===== src/design/cfd_pkg.sv =====
package cfd_pkg;

    // One received radio byte as it enters the block.
    typedef struct packed {
        logic [7:0] in_byte;
        logic       last_in_packet;
    } t_in_word;

    // One byte of a completed frame as it leaves the block.
    typedef struct packed {
        logic [7:0] out_byte;
        logic [1:0] frame_kind;
        logic [6:0] frame_length;
        logic       last_of_frame;
    } t_result;

    // Command from the front classifier to the back executor. The address
    // field is sized for the deepest store the block supports.
    typedef struct packed {
        logic       wr;
        logic [5:0] addr;
        logic [7:0] data;
        logic       emit;
        logic       err;
        logic [1:0] kind;
        logic [6:0] len;
    } t_cmd;

    // Frame kinds reported with each result.
    localparam logic [1:0] KIND_TEXT  = 2'd0;
    localparam logic [1:0] KIND_RAW   = 2'd1;
    localparam logic [1:0] KIND_ERROR = 2'd2;

    // Second byte range that marks a raw frame.
    localparam logic [7:0] RAW_TYPE_LOW  = 8'h11;
    localparam logic [7:0] RAW_TYPE_HIGH = 8'h14;

    // Smallest legal raw length, also the length reported on a length error.
    localparam logic [7:0] RAW_MIN_LEN   = 8'd3;
    localparam logic [6:0] ERR_FRAME_LEN = 7'd3;

    // Configuration register indexes, taken from address bit 2.
    localparam logic REG_START_MARKER = 1'b0;
    localparam logic REG_END_MARKER   = 1'b1;

    // Queue depths.
    localparam int CMDQ_DEPTH = 2;
    localparam int OUTQ_DEPTH = 4;

    // Back end sequencer states.
    typedef enum logic [1:0] {
        BK_IDLE = 2'b01,
        BK_READ = 2'b10
    } t_back_state;

endpackage


===== src/design/cfd_front.sv =====
module cfd_front #(
    parameter int STORE_DEPTH      = 64,
    parameter int MAX_PACKET_BYTES = 251
) (
    input  logic              i_clk,
    input  logic              i_rst_n,
    input  logic              i_accept,
    input  cfd_pkg::t_in_word i_item,
    input  logic [7:0]        i_start_marker,
    input  logic [7:0]        i_end_marker,
    output logic              o_cmd_push,
    output cfd_pkg::t_cmd     o_cmd
);

    localparam int WC_W = $clog2(STORE_DEPTH + 1);

    logic [7:0]      r_pos, n_pos;
    logic [WC_W-1:0] r_wc, n_wc;
    logic            r_in_frame, n_in_frame;
    logic            r_raw, n_raw;
    logic [7:0]      r_len, n_len;

    logic [7:0]      c;
    logic            restart;
    logic [WC_W-1:0] wc0;
    logic [WC_W-1:0] wc1;
    logic [7:0]      cur_len;
    logic            bad_len;

    assign c       = i_item.in_byte;
    assign restart = (c == i_start_marker) && !r_raw;
    assign wc0     = restart ? '0 : r_wc;
    assign wc1     = wc0 + WC_W'(1);
    assign cur_len = (wc1 == WC_W'(3)) ? c : r_len;
    assign bad_len = (c < cfd_pkg::RAW_MIN_LEN) || ({1'b0, c} > 9'(STORE_DEPTH));

    // Classify each accepted byte inside a frame into a store write and, where a frame
    // closes, a readout or error command.
    always_comb begin
        n_pos      = r_pos;
        n_wc       = r_wc;
        n_in_frame = r_in_frame;
        n_raw      = r_raw;
        n_len      = r_len;
        o_cmd_push = 1'b0;
        o_cmd      = '0;
        if (i_accept) begin
            if (i_item.last_in_packet) begin
                n_pos = '0;
            end else if (r_pos != 8'hFF) begin
                n_pos = r_pos + 8'd1;
            end
            if ((r_pos < 8'(MAX_PACKET_BYTES)) && (r_in_frame || restart)) begin
                o_cmd_push = 1'b1;
                o_cmd.wr   = 1'b1;
                o_cmd.addr = 6'(wc0);
                o_cmd.data = c;
                n_in_frame = 1'b1;
                if (r_raw) begin
                    n_wc = wc1;
                    if (wc1 == WC_W'(3)) begin
                        n_len = c;
                    end
                    if ((wc1 == WC_W'(3)) && bad_len) begin
                        o_cmd.err  = 1'b1;
                        n_in_frame = 1'b0;
                        n_raw      = 1'b0;
                        n_wc       = '0;
                    end else if ((wc1 >= WC_W'(3)) && (8'(wc1) == cur_len)) begin
                        o_cmd.emit = 1'b1;
                        o_cmd.kind = cfd_pkg::KIND_RAW;
                        o_cmd.len  = 7'(wc1);
                        n_in_frame = 1'b0;
                        n_raw      = 1'b0;
                    end
                end else if ((wc1 == WC_W'(2)) && (c >= cfd_pkg::RAW_TYPE_LOW)
                             && (c <= cfd_pkg::RAW_TYPE_HIGH)) begin
                    n_raw = 1'b1;
                    n_wc  = wc1;
                end else if (c == i_end_marker) begin
                    o_cmd.emit = 1'b1;
                    o_cmd.kind = cfd_pkg::KIND_TEXT;
                    o_cmd.len  = 7'(wc1);
                    n_in_frame = 1'b0;
                    n_wc       = wc1;
                end else if (wc1 >= WC_W'(STORE_DEPTH)) begin
                    // A full store keeps overwriting its last slot.
                    n_wc = WC_W'(STORE_DEPTH - 1);
                end else begin
                    n_wc = wc1;
                end
            end
        end
    end

    // Frame state registers.
    always_ff @(posedge i_clk) begin
        if (!i_rst_n) begin
            r_pos      <= '0;
            r_wc       <= '0;
            r_in_frame <= 1'b0;
            r_raw      <= 1'b0;
            r_len      <= '0;
        end else begin
            r_pos      <= n_pos;
            r_wc       <= n_wc;
            r_in_frame <= n_in_frame;
            r_raw      <= n_raw;
            r_len      <= n_len;
        end
    end

endmodule


===== src/design/cfd_cmdq.sv =====
module cfd_cmdq (
    input  logic          i_clk,
    input  logic          i_rst_n,
    input  logic          i_push,
    input  cfd_pkg::t_cmd i_cmd,
    output logic          o_full,
    input  logic          i_pop,
    output logic          o_valid,
    output cfd_pkg::t_cmd o_head
);

    localparam int AW = $clog2(cfd_pkg::CMDQ_DEPTH);

    cfd_pkg::t_cmd r_mem [cfd_pkg::CMDQ_DEPTH];
    logic [AW-1:0] r_wp;
    logic [AW-1:0] r_rp;
    logic [AW:0]   r_cnt;
    logic          do_push;
    logic          do_pop;

    assign o_full  = (r_cnt == (AW+1)'(cfd_pkg::CMDQ_DEPTH));
    assign o_valid = (r_cnt != '0);
    assign o_head  = r_mem[r_rp];
    assign do_push = i_push && !o_full;
    assign do_pop  = i_pop && o_valid;

    // Command storage.
    always_ff @(posedge i_clk) begin
        if (do_push) begin
            r_mem[r_wp] <= i_cmd;
        end
    end

    // Pointers and fill count.
    always_ff @(posedge i_clk) begin
        if (!i_rst_n) begin
            r_wp  <= '0;
            r_rp  <= '0;
            r_cnt <= '0;
        end else begin
            if (do_push) begin
                r_wp <= r_wp + AW'(1);
            end
            if (do_pop) begin
                r_rp <= r_rp + AW'(1);
            end
            r_cnt <= r_cnt + (AW+1)'(do_push) - (AW+1)'(do_pop);
        end
    end

endmodule


===== src/design/cfd_back.sv =====
module cfd_back #(
    parameter int STORE_DEPTH = 64
) (
    input  logic             i_clk,
    input  logic             i_rst_n,
    input  logic             i_cmd_valid,
    input  cfd_pkg::t_cmd    i_cmd,
    output logic             o_cmd_pop,
    input  logic             i_pop,
    output logic             o_empty,
    output cfd_pkg::t_result o_result
);

    localparam int AW  = $clog2(STORE_DEPTH);
    localparam int QAW = $clog2(cfd_pkg::OUTQ_DEPTH);

    cfd_pkg::t_back_state r_state, n_state;
    logic [AW-1:0]        r_rd_addr, n_rd_addr;
    logic [6:0]           r_len, n_len;
    logic [1:0]           r_kind, n_kind;

    logic [7:0]           r_store [STORE_DEPTH];
    logic [7:0]           r_mem_q;
    logic                 r_rd_valid, n_rd_valid;
    cfd_pkg::t_result     r_rd_meta, n_rd_meta;
    logic                 r_use_direct, n_use_direct;

    cfd_pkg::t_result     r_oq [cfd_pkg::OUTQ_DEPTH];
    logic [QAW-1:0]       r_oq_wp;
    logic [QAW-1:0]       r_oq_rp;
    logic [QAW:0]         r_oq_cnt;

    logic                 can_issue;
    logic                 mem_wr;
    logic                 rd_en;
    logic                 rd_last;
    logic                 oq_pop;
    cfd_pkg::t_result     oq_in;

    // Room in the output queue for everything already in flight.
    assign can_issue = ((r_oq_cnt + (QAW+1)'(r_rd_valid)) < (QAW+1)'(cfd_pkg::OUTQ_DEPTH));
    assign rd_last   = ((7'(r_rd_addr) + 7'd1) == r_len);

    // Sequencer: executes one command at a time; after a readout command it reads the frame out.
    always_comb begin
        n_state      = r_state;
        n_rd_addr    = r_rd_addr;
        n_len        = r_len;
        n_kind       = r_kind;
        n_rd_valid   = 1'b0;
        n_rd_meta    = r_rd_meta;
        n_use_direct = r_use_direct;
        o_cmd_pop    = 1'b0;
        mem_wr       = 1'b0;
        rd_en        = 1'b0;
        case (r_state)
            cfd_pkg::BK_IDLE: begin
                if (i_cmd_valid && (!i_cmd.err || can_issue)) begin
                    o_cmd_pop = 1'b1;
                    mem_wr    = i_cmd.wr;
                    if (i_cmd.err) begin
                        n_rd_valid                = 1'b1;
                        n_use_direct              = 1'b1;
                        n_rd_meta.out_byte        = i_cmd.data;
                        n_rd_meta.frame_kind      = cfd_pkg::KIND_ERROR;
                        n_rd_meta.frame_length    = cfd_pkg::ERR_FRAME_LEN;
                        n_rd_meta.last_of_frame   = 1'b1;
                    end else if (i_cmd.emit) begin
                        n_state   = cfd_pkg::BK_READ;
                        n_rd_addr = '0;
                        n_len     = i_cmd.len;
                        n_kind    = i_cmd.kind;
                    end
                end
            end
            cfd_pkg::BK_READ: begin
                if (can_issue) begin
                    rd_en                   = 1'b1;
                    n_rd_valid              = 1'b1;
                    n_use_direct            = 1'b0;
                    n_rd_meta.out_byte      = '0;
                    n_rd_meta.frame_kind    = r_kind;
                    n_rd_meta.frame_length  = r_len;
                    n_rd_meta.last_of_frame = rd_last;
                    if (rd_last) begin
                        n_state = cfd_pkg::BK_IDLE;
                    end else begin
                        n_rd_addr = r_rd_addr + AW'(1);
                    end
                end
            end
            default: begin
                n_state = cfd_pkg::BK_IDLE;
            end
        endcase
    end

    // Frame store with a registered read port.
    always_ff @(posedge i_clk) begin
        if (mem_wr) begin
            r_store[i_cmd.addr[AW-1:0]] <= i_cmd.data;
        end
        if (rd_en) begin
            r_mem_q <= r_store[r_rd_addr];
        end
    end

    // Sequencer and read stage registers.
    always_ff @(posedge i_clk) begin
        if (!i_rst_n) begin
            r_state    <= cfd_pkg::BK_IDLE;
            r_rd_valid <= 1'b0;
        end else begin
            r_state    <= n_state;
            r_rd_valid <= n_rd_valid;
        end
        r_rd_addr    <= n_rd_addr;
        r_len        <= n_len;
        r_kind       <= n_kind;
        r_rd_meta    <= n_rd_meta;
        r_use_direct <= n_use_direct;
    end

    // Output queue: the read stage lands here and waits for pop.
    always_comb begin
        oq_in = r_rd_meta;
        if (!r_use_direct) begin
            oq_in.out_byte = r_mem_q;
        end
    end

    assign oq_pop   = i_pop && !o_empty;
    assign o_empty  = (r_oq_cnt == '0);
    assign o_result = r_oq[r_oq_rp];

    always_ff @(posedge i_clk) begin
        if (r_rd_valid) begin
            r_oq[r_oq_wp] <= oq_in;
        end
    end

    always_ff @(posedge i_clk) begin
        if (!i_rst_n) begin
            r_oq_wp  <= '0;
            r_oq_rp  <= '0;
            r_oq_cnt <= '0;
        end else begin
            if (r_rd_valid) begin
                r_oq_wp <= r_oq_wp + QAW'(1);
            end
            if (oq_pop) begin
                r_oq_rp <= r_oq_rp + QAW'(1);
            end
            r_oq_cnt <= r_oq_cnt + (QAW+1)'(r_rd_valid) - (QAW+1)'(oq_pop);
        end
    end

endmodule


===== src/design/command_frame_deframer_top.sv =====
// Accepts one received byte per cycle while the two-entry command queue has room.
// A frame drains through the frame store read port at one result per cycle while the
// output queue has room, via the command queue, sequencer, registered read port and
// output queue. The front stalls only while the back end holds commands back, during
// a readout or while a length error word waits for output room. Synchronous active-low
// reset clears frame state and queues and sets the start and end markers to 60 and 62.
module command_frame_deframer_top #(
    parameter int STORE_DEPTH      = 64,
    parameter int MAX_PACKET_BYTES = 251
) (
    input  logic              i_clk,
    input  logic              i_rst_n,
    input  logic              push,
    output logic              full,
    input  cfd_pkg::t_in_word i_item,
    output logic              empty,
    input  logic              pop,
    output cfd_pkg::t_result  o_result,
    input  logic              psel,
    input  logic              penable,
    input  logic              pwrite,
    input  logic [2:0]        paddr,
    input  logic [31:0]       pwdata,
    output logic [31:0]       prdata,
    output logic              pready
);

    logic [7:0]    r_start_marker;
    logic [7:0]    r_end_marker;
    logic          accept;
    logic          cmd_push;
    cfd_pkg::t_cmd cmd_in;
    logic          q_valid;
    cfd_pkg::t_cmd q_head;
    logic          q_pop;
    logic          cfg_wr;

    // Configuration registers.
    assign pready = 1'b1;
    assign cfg_wr = psel && penable && pwrite && pready;
    assign prdata = (paddr[2] == cfd_pkg::REG_END_MARKER) ? {24'd0, r_end_marker}
                                                          : {24'd0, r_start_marker};

    always_ff @(posedge i_clk) begin
        if (!i_rst_n) begin
            r_start_marker <= 8'd60;
            r_end_marker   <= 8'd62;
        end else if (cfg_wr) begin
            if (paddr[2] == cfd_pkg::REG_START_MARKER) begin
                r_start_marker <= pwdata[7:0];
            end else begin
                r_end_marker <= pwdata[7:0];
            end
        end
    end

    assign accept = push && !full;

    cfd_front #(
        .STORE_DEPTH      (STORE_DEPTH),
        .MAX_PACKET_BYTES (MAX_PACKET_BYTES)
    ) u_front (
        .i_clk          (i_clk),
        .i_rst_n        (i_rst_n),
        .i_accept       (accept),
        .i_item         (i_item),
        .i_start_marker (r_start_marker),
        .i_end_marker   (r_end_marker),
        .o_cmd_push     (cmd_push),
        .o_cmd          (cmd_in)
    );

    cfd_cmdq u_cmdq (
        .i_clk   (i_clk),
        .i_rst_n (i_rst_n),
        .i_push  (cmd_push),
        .i_cmd   (cmd_in),
        .o_full  (full),
        .i_pop   (q_pop),
        .o_valid (q_valid),
        .o_head  (q_head)
    );

    cfd_back #(
        .STORE_DEPTH (STORE_DEPTH)
    ) u_back (
        .i_clk       (i_clk),
        .i_rst_n     (i_rst_n),
        .i_cmd_valid (q_valid),
        .i_cmd       (q_head),
        .o_cmd_pop   (q_pop),
        .i_pop       (pop),
        .o_empty     (empty),
        .o_result    (o_result)
    );

    // A length error word is always a single-word frame of length three.
    a_err_word: assert property (@(posedge i_clk) disable iff (!i_rst_n)
        (!empty && (o_result.frame_kind == cfd_pkg::KIND_ERROR))
        |-> (o_result.last_of_frame && (o_result.frame_length == cfd_pkg::ERR_FRAME_LEN)))
        else $error("length error word malformed");

    // A word that is not the last of its frame belongs to a longer frame.
    a_mid_word: assert property (@(posedge i_clk) disable iff (!i_rst_n)
        (!empty && !o_result.last_of_frame) |-> (o_result.frame_length > 7'd1))
        else $error("non-final word in a one-word frame");

    // A readout command never asks for an empty frame or more than the store holds.
    a_emit_len: assert property (@(posedge i_clk) disable iff (!i_rst_n)
        (q_valid && q_head.emit)
        |-> ((q_head.len != 7'd0) && (q_head.len <= 7'(STORE_DEPTH))))
        else $error("readout length out of range");

endmodule


===== config.mk =====
export PLATFORM = sky130hd
export DESIGN_NAME = command_frame_deframer_top
export DESIGN_NICKNAME = d
export VERILOG_FILES = /design/src/design/cfd_pkg.sv /design/src/design/cfd_front.sv /design/src/design/cfd_cmdq.sv /design/src/design/cfd_back.sv /design/src/design/command_frame_deframer_top.sv
export SDC_FILE = /design/constraint.sdc
export NUM_CORES = 1
export LEC_CHECK = 0
export BUFFER_PORTS_ARGS = -buffer_cell sky130_fd_sc_hd__buf_2
export CORE_ASPECT_RATIO = 1.2
export CORE_MARGIN = 2
export CORE_UTILIZATION = 25
export DETAILED_ROUTE_END_ITERATION = 12
export PLACE_DENSITY_LB_ADDON = 0.15
export SYNTH_ARGS = -nofsm -noshare
export SYNTH_HDL_FRONTEND = slang
export SYNTH_HIERARCHICAL = 1
export SYNTH_SLANG_ARGS = --single-unit

===== constraint.sdc =====
create_clock -name i_clk -period 11.4 [get_ports i_clk]
set_input_delay 1.71 -clock i_clk [delete_from_list [all_inputs] [get_ports i_clk]]
set_output_delay 1.71 -clock i_clk [all_outputs]
set_load 0.1 [all_outputs]

**Word-level counts from Yosys, hierarchy flattened**

Memories as Yosys holds them, arrays and structs flattened. A register that Yosys moved wholly into a read port is not among the register bits.
Index checks and enable logic that the tools add are counted.

- Reductions and logical operators: 33
- Add/subtract/negate cells: 12
- Bitwise operators: 2
- Multiplexer cells: 73
- Eq/ne operators: 17
- $lt $le $gt $ge: 8

Operators by type and width:

| cell | count |
|---|---|
| two-way mux 18 bit | 3 |
| two-way mux 26 bit | 2 |
| two-way mux 7 bit | 7 |
| two-way mux 8 bit | 6 |
| one-hot mux 18 bit (2 select lines) | 1 |
| two-way mux 1 bit | 35 |
| two-way mux 6 bit | 5 |
| two-way mux 9 bit | 3 |
| == test 8 bit | 2 |
| == test 7 x 2 -> 1 bit, second input constant | 2 |
| two-way mux 2 bit | 7 |
| logical AND 1 bit | 13 |
| one-hot mux 6 bit (2 select lines) | 1 |
| adder 8 x 1 -> 8 bit, second input constant | 1 |
| == test 7 x 8 -> 1 bit | 1 |
| >= comparator 8 x 5 -> 1 bit, second input constant | 1 |
| > comparator 8 x 7 -> 1 bit, second input constant | 1 |
| less-or-equal comparator 8 x 5 -> 1 bit, second input constant | 1 |
| less-than comparator 8 x 2 -> 1 bit, second input constant | 1 |
| less-than comparator 8 bit, second input constant | 1 |
| != test 2 x 1 -> 1 bit, second input constant | 4 |
| != test 8 bit, second input constant | 1 |
| AND reduction 2 bit | 4 |
| AND reduction 4 bit | 2 |
| other kinds (26) | 40 |

- Register bits: 89
- Memories: 3
- Output and inout bits: 53
- RAM bits: 636
- Logic and storage cells: 171

Memory list:

| name | words | width | read ports | clocked after Yosys merged registers in | write ports | RTL line | RTL |
|---|---|---|---|---|---|---|---|
| u_back.r_store | 64 | 8 | 1 | 1 | 1 | cfd_back.sv:22 | `logic [7:0] r_store [STORE_DEPTH];` |
| u_back.r_oq | 4 | 18 | 1 | 1 | 1 | cfd_back.sv:28 | `cfd_pkg::t_result r_oq [cfd_pkg::OUTQ_DEPTH];` |
| u_cmdq.r_mem | 2 | 26 | 1 | 1 | 1 | cfd_cmdq.sv:14 | `cfd_pkg::t_cmd r_mem [cfd_pkg::CMDQ_DEPTH];` |

**Logic depth before layout (Yosys ltp)**

Gate-level depths: netlist of run 1.

- Word-level depth: 13
- Mapped depth: 17
- Mapped depth without buffers: 15

**By module**

The synthesis of run 1 kept the hierarchy.

Modules (own cells, without submodules):

| module | times used | cells an instance | seq. area each (µm²) | area each (µm²) |
|---|---|---|---|---|
| cfd_back | 1 | 1142 | 19038.3 | 24820.1 |
| cfd_cmdq | 1 | 108 | 1661.6 | 2217.1 |
| cfd_front | 1 | 269 | 500.5 | 2094.5 |
| command_frame_deframer_top | 1 | 100 | 320.3 | 975.9 |

**Least setup slack after synthesis of run 1**

OpenSTA, ideal clock, no wires.

- Kind: in2reg
- Start point: input port i_item[1] (netlist name)
- End point: memory u_cmdq/r_mem[0][4] (netlist name) (data pin)
- Library setup time: 0.197 ns
- Arrival time: 5.278 ns
- Stages on the path: 17
- Buffers on the path: 3
- Setup slack: 5.925 ns
- Cell sequence: buf_6 -> xor2_1 -> nor4_1 -> nand3_1 -> and2_0 -> clkbuf_1 -> ha_1 -> and3_1 -> clkbuf_1 -> and4_1 -> o21ai_1 -> o211ai_2 -> a221o_1 -> o32a_1 -> a211oi_2 -> a41oi_2 -> nor4_1

RTL lines:

| element | RTL line | RTL |
|---|---|---|
| start, declared | command_frame_deframer_top.sv:15 | `input cfd_pkg::t_in_word i_item,` |
| end, declared | cfd_cmdq.sv:14 |  |

==> results of run 1 <==
path summary, 6_finish.rpt:
| check | startpoint | slack [ns] | cells after the start | to |
|---|---|---|---|---|
| max | i_item[1] | 5.42 | 15 | u_cmdq/r_mem[0][4] |
| min | u_back/oq_in[9] | 0.49 | 0 | u_back/r_oq[0][9] |
| max reg2reg | u_front/r_raw | 6.30 | 13 | u_cmdq/r_mem[0][4] |
| min reg2reg | u_back/oq_in[9] | 0.49 | 0 | u_back/r_oq[0][9] |
per-stage QoR:
| step | cell area, um^2 | total power, uW |
|---|---|---|
| floorplan | 30200 | 4200 |
| global placement | 31900 | 4680 |
| detailed placement | 31900 | 4690 |
| CTS | 34400 | 7250 |
| global route | 34400 | 7400 |
| finish | 34500 | 7090 |
layout make-up:
class,count,share of cell area (%)
repair buffers,71,1.24
flip-flops and latches,736,62.5
multi-input cells,777,23.1
clock inverters,31,0.904
well taps,1551,5.63
inverters,21,0.229
diodes,1,0.00726
clock buffers,113,6.41
sequential cells by signal, indices dropped and copies added, names as in the netlist, 2 cells and up, named ones only:
register          flops
r_end_marker          8
r_start_marker        8
u_back/oq_in         10
u_back/r_kind         2
u_back/r_len          7
u_back/r_mem_q        8
u_back/r_oq          72
u_back/r_oq_cnt       3
u_back/r_oq_rp        2
u_back/r_oq_wp        2
u_back/r_rd_addr      6
u_back/r_rd_meta      8
u_back/r_state        2
u_back/r_store      512
u_cmdq/r_cnt          2
u_cmdq/r_mem         52
u_front/r_len         8
u_front/r_pos         8
u_front/r_wc          7
Yosys cell counts (all sizes together), types with 9 or more instances:
cell type,number,area share (%)
xnor2,18,0.52
nor2,105,1.3
mux2,54,2.3
xor2,26,0.78
nor2b,46,0.96
o211ai,10,0.27
dfxtp,58,3.9
and2,31,0.64
clkbuf,39,0.49
nor3,10,0.20
mux4,166,12
o21ai,15,0.25
ha,18,0.75
nand2b,9,0.19
nand2,62,0.77
and3,13,0.27
edfxtp,678,68
mux2i,42,1.4
inv,21,0.26
nand3,20,0.33
buf,69,1.6
a21oi,19,0.32
per-layer routing:
metal | share of wire, % | track usage, % | up-vias
met5 | 0 | 0 | -
met4 | 2.5 | 4.01 | 0
met3 | 4.6 | 2.60 | 108
met2 | 52 | 21.3 | 303
met1 | 41 | 14.5 | 7647
li1 | - | - | 6488
power by group through the flow:
stage	registers (uW)	logic, uW	clock network [uW]
after global placement	3050	1630	0
after detailed placement	3050	1640	0
after global routing	2990	1690	2710
after floorplan	3020	1180	0
final	2990	1580	2520
after CTS	2990	1640	2610
cell families after synthesis:
group / count (synthesis) / share of synthesized area (%)
AOI/OAI and AO/OA: 94 / 2.26
xor gates and xnor gates: 45 / 1.38
adders and majority gates: 18 / 0.748
buffers and inverters: 129 / 2.39
DFF: 736 / 71.5
muxes: 262 / 16.1
other: 3 / 0.0374
and+or+nand+nor: 332 / 5.62
critical path, stage by stage:
cell and delay [ns]:
buf_2 0.17, xor2_1 0.19, nor4_1 0.49, nand3_1 0.44, and2_0 0.46, ha_1 0.38, and3_1 0.29, and4_1 0.23
o21ai_1 0.15, o211ai_2 0.21, a221o_1 0.38, o32a_1 0.32, a211oi_2 0.29, a41oi_2 0.25, nor4_1 0.40
==> impl_metrics.env, run 1 <==
export IMPL_grt_pass1_wl_um=107000
export IMPL_vias_per_cell=4.41
export IMPL_cts_buffer_depth=3
export IMPL_overflow=0
export IMPL_hold_class="flop to flop"
export IMPL_setup_slack_ns=5.42
export IMPL_final_cell_mix="edfxtp_1 (678), mux4_2 (166), nor2_1 (104)"
export IMPL_clock_latency_ns=0.65
export IMPL_tightest_slew_ns=1.17
export IMPL_cp_end_kind="flop"
export IMPL_worstSetupPathType="input pin to flop"
export IMPL_ys_flop_type="edfxtp_1"
export IMPL_cts_resized=0
export IMPL_combPwrFrac_pct=22.3
export IMPL_clkSinkCount=736
export IMPL_postCtsSetupBuffers=0
export IMPL_hpwl_um=43600
export IMPL_multiInputGateArea_mm2=0.00796
export IMPL_pwr_share_seq_pct=42.2
export IMPL_grt_use_total_pct=12.0
export IMPL_finalWirelength_um=73600
export IMPL_hold_violations=0
export IMPL_ios=104
export IMPL_port_buffers=52
export IMPL_powerDensity_mw_per_mm2=206
export IMPL_final_common_cell="edfxtp_1"
export IMPL_drc=0
export IMPL_nets=1754
export IMPL_grt_pass1_vias=15400
export IMPL_ff_latch_area_mm2=0.0215
export IMPL_clockRootBuffer="clkbuf_16"
export IMPL_syn_area_per_cell_um2=18.6
export IMPL_rsz0062_at_grt="no"
export IMPL_slew_headroom_pct=21.8
export IMPL_cap_violations=0
export IMPL_gp_congestion=0.766
export IMPL_slew_viol_final=0
export IMPL_drt_iter0_markers=847
export IMPL_grt_max_degree=104
export IMPL_synth_distinct_cells=76
export IMPL_power_share_clock_pct=35.5
export IMPL_max_freq_ghz=0.167
export IMPL_setup_violations_final=0
export IMPL_postCtsHoldBufs=0
export IMPL_skew_ns=0.0232
export IMPL_yosys_warnings=6
export IMPL_yosysSeqAreaShare_pct=71.5
export IMPL_row_count=139
export IMPL_synth_ff_latch_count=736
export IMPL_crit_arrival_ns=6.37
export IMPL_num_fill_cells=11900
export IMPL_synth_edf_count=678
export IMPL_critPathMaxFanout=9
export IMPL_syn2layout_area_growth_pct=14.4
export IMPL_worstPathRequired_ns=11.79
export IMPL_die_y_um=384
export IMPL_net_switching_power_uw=2000
export IMPL_startpoint_type="input pin"
export IMPL_syn_inst=1619
export IMPL_pre_cts_ws_ns=4.76
export IMPL_cts_tree="built"
export IMPL_firstDrtPassIters=5
export IMPL_routedWlPerCell_um=22.3
export IMPL_synth_area_mm2=0.0301
export IMPL_via_count=14500
export IMPL_ir_drop_uv=149
export IMPL_drive_gt1_share_pct=23.4
export IMPL_cts_inserted_buffers=78
export IMPL_ctsHtreeMaxLevel=3
export IMPL_async_reset_ff_share_pct=0
export IMPL_p_leak_uw=0.0111
export IMPL_whs_ns=0.492
export IMPL_core_mm2=0.120
export IMPL_final_cells=3301
export IMPL_detail_route_antenna_nets=0
export IMPL_p_int_uw=5100
export IMPL_die_x_um=321
export IMPL_tns_ns=0
export IMPL_placedCellCount=3156
export IMPL_status="finished, final reports clean"
export IMPL_post_route_util_pct=28.8
export IMPL_fin_crit_ns=5.98
export IMPL_switching_share_pct=28.1
export IMPL_clk_pin_slew_ns=0.06
export IMPL_start_util_pct=25.2
export IMPL_antenna_found_initial=0
export IMPL_finalCritPeriodShare_pct=52.4
export IMPL_dieArea_mm2=0.123
Power figures use the tool's default switching activity.
==> run 2: changes to the inputs <==
Clock period 11.4 ns to 5.3 ns, I/O delays scaled along.
==> impl_metrics.env, run 2 (same netlist as run 1, synthesis figures left out) <==
export IMPL_via_count=14700
export IMPL_setup_slack_ns=1.08
export IMPL_cp_end_kind="flop"
export IMPL_grt_max_degree=79
export IMPL_p_leak_uw=0.0113
export IMPL_die_y_um=384
export IMPL_pwr_share_seq_pct=42.1
export IMPL_startpoint_type="flop"
export IMPL_endpoint="u_cmdq/r_mem[1][4]"
export IMPL_drt_iter0_markers=850
export IMPL_port_buffers=52
export IMPL_setup_violations_final=0
export IMPL_drive_gt1_share_pct=25.1
export IMPL_switching_share_pct=28.5
export IMPL_start_util_pct=25.2
export IMPL_crit_chain="xor2_1 -> nor4_1 -> nand3_1 -> nand2_1 -> inv_1 -> ha_1 -> and3_1 -> and4_1 -> o21ai_1 -> o211ai_2 -> a221o_1 -> o32a_1 -> a211oi_2 -> a41oi_2 -> nor4_1"
export IMPL_finalCritPeriodShare_pct=79.5
export IMPL_antenna_found_initial=0
export IMPL_detail_route_antenna_nets=0
export IMPL_vias_per_cell=4.42
export IMPL_gp_congestion=0.738
export IMPL_reg2reg_from="r_start_marker[0]"
export IMPL_clock_latency_ns=0.67
export IMPL_slew_viol_final=0
export IMPL_power_share_clock_pct=36.0
export IMPL_cp_slowest_cell="nor4_1"
export IMPL_nets=1786
export IMPL_worstSetupPathType="flop to flop"
export IMPL_routedWlPerCell_um=22.1
export IMPL_max_freq_ghz=0.237
export IMPL_die_x_um=321
export IMPL_clockRootBuffer="clkbuf_16"
export IMPL_fin_crit_ns=4.22
export IMPL_pre_cts_ws_ns=0.541
export IMPL_postCtsHoldBufs=0
export IMPL_combPwrFrac_pct=21.9
export IMPL_cts_inserted_buffers=80
export IMPL_row_count=139
export IMPL_firstDrtPassIters=5
export IMPL_skew_ns=0.0256
export IMPL_p_int_uw=11000
export IMPL_ctsHtreeMaxLevel=3
export IMPL_cts_buffer_depth=3
export IMPL_cap_violations=0
export IMPL_cp_common_cell="nor4_1"
export IMPL_status="finished, final reports clean"
export IMPL_postCtsSetupBuffers=0
export IMPL_final_common_cell="edfxtp_1"
export IMPL_rsz0062_at_grt="no"
export IMPL_net_switching_power_uw=4390
export IMPL_slowest_delay_ns=0.45
export IMPL_startpoint="r_start_marker[0]"
export IMPL_core_mm2=0.120
export IMPL_dieArea_mm2=0.123
export IMPL_finalWirelength_um=73700
export IMPL_rrSetupSlack_ns=1.08
export IMPL_grt_pass1_vias=15600
export IMPL_drc=0
export IMPL_worstPathRequired_ns=5.73
export IMPL_clk_pin_slew_ns=0.06
export IMPL_hpwl_um=45400
export IMPL_ir_drop_uv=348
export IMPL_tns_ns=0
export IMPL_hold_violations=0
export IMPL_grt_pass1_wl_um=108000
export IMPL_largest_register_ffs=512
export IMPL_overflow=0
export IMPL_tightest_slew_ns=1.18
export IMPL_clkSinkCount=736
export IMPL_ios=104
export IMPL_cts_resized=0
export IMPL_r2r_cells=15
export IMPL_slew_headroom_pct=21.2
export IMPL_r2r_end="u_cmdq/r_mem[1][4]"
export IMPL_hold_class="input pin to flop"
export IMPL_powerDensity_mw_per_mm2=443
export IMPL_critPathMaxFanout=6
export IMPL_final_cell_mix="edfxtp_1 (678), mux4_2 (166), nor2_1 (104)"
export IMPL_crit_arrival_ns=4.65
export IMPL_syn2layout_area_growth_pct=15.4
export IMPL_cts_tree="built"
export IMPL_grt_use_total_pct=12.1
-- run 2: cell types whose count changed in the layout (fill, tap and decap cells not counted), moves of 2 or more --
cell / change
clkinv_2: +5
clkbuf_1: -11
clkbuf_8: -3
clkinv_1: +2
buf_12: +2
inv_6: +2
bufinv_16: +2
clkinv_4: +2
buf_4: +28
-- run 2: area by class of cell --
class	count	area, um^2
antenna	1	2.50
tap	1551	1940
sequential	736	21500
clock inverter	45	468
timing repair buffer	101	678
inverter	21	78.8
multi-input combinational	777	7960
fill	11800	84900
clock buffer	98	2100
-- run 2: worst min-delay path by stage --
stage | from | to | slack (ns) | cells after the start
after floorplan | u_cmdq/r_wp | u_cmdq/r_wp | 0.45 | 2
after global placement | u_front/r_pos[7] | u_front/r_pos[7] | 0.47 | 2
after detailed placement | r_start_marker[7] | r_start_marker[7] | 0.48 | 2
after CTS | pwdata[1] | r_start_marker[1] | 0.35 | 3
after global routing | pwdata[1] | r_start_marker[1] | 0.38 | 3
final | pwdata[1] | r_start_marker[1] | 0.40 | 3
-- run 2: stage by stage --
| step | instance area [um^2] | total power, uW | cells | util, % | hold slack [ns] |
|---|---|---|---|---|---|
| 5_1_grt | 34700 | 16100 | 3329 | 29.0 | 0.380 |
| 2_1_floorplan | 30200 | 9040 | 1642 | - | 0.455 |
| 3_3_place_gp | 32200 | 10100 | 3186 | 26.9 | 0.469 |
| 4_1_cts | 34700 | 15700 | 3329 | 29.0 | 0.348 |
| 6_report | 34800 | 15400 | 3330 | 29.0 | 0.401 |
| 3_5_place_dp | 32200 | 10100 | 3186 | 26.9 | 0.481 |
-- run 2: power by group through the flow --
stage / Clock, uW / Sequential [uW] / Combinational, uW
floorplan: 0 / 6510 / 2540
global placement: 0 / 6610 / 3500
detailed placement: 0 / 6620 / 3510
CTS: 5730 / 6490 / 3510
global route: 5950 / 6500 / 3620
finish: 5540 / 6490 / 3370
-- run 2: layer usage --
metal | GRT usage, % | part of all wire, %
met1 | 14.7 | 42
met2 | 21.9 | 53
met3 | 1.81 | 3.3
met5 | 0 | 0
met4 | 3.80 | 2.0
-- run 2: worst max-delay path, delay by kind of cell, from the launching register on --
kind | cells | cell delay (ns)
and+or+nand+nor | 6 | 1.69
buffers and inverters | 1 | 0.09
xor gates and xnor gates | 1 | 0.17
DFF | 1 | 0.33
adders and majority gates | 1 | 0.26
AOI/OAI and AO/OA | 6 | 1.42
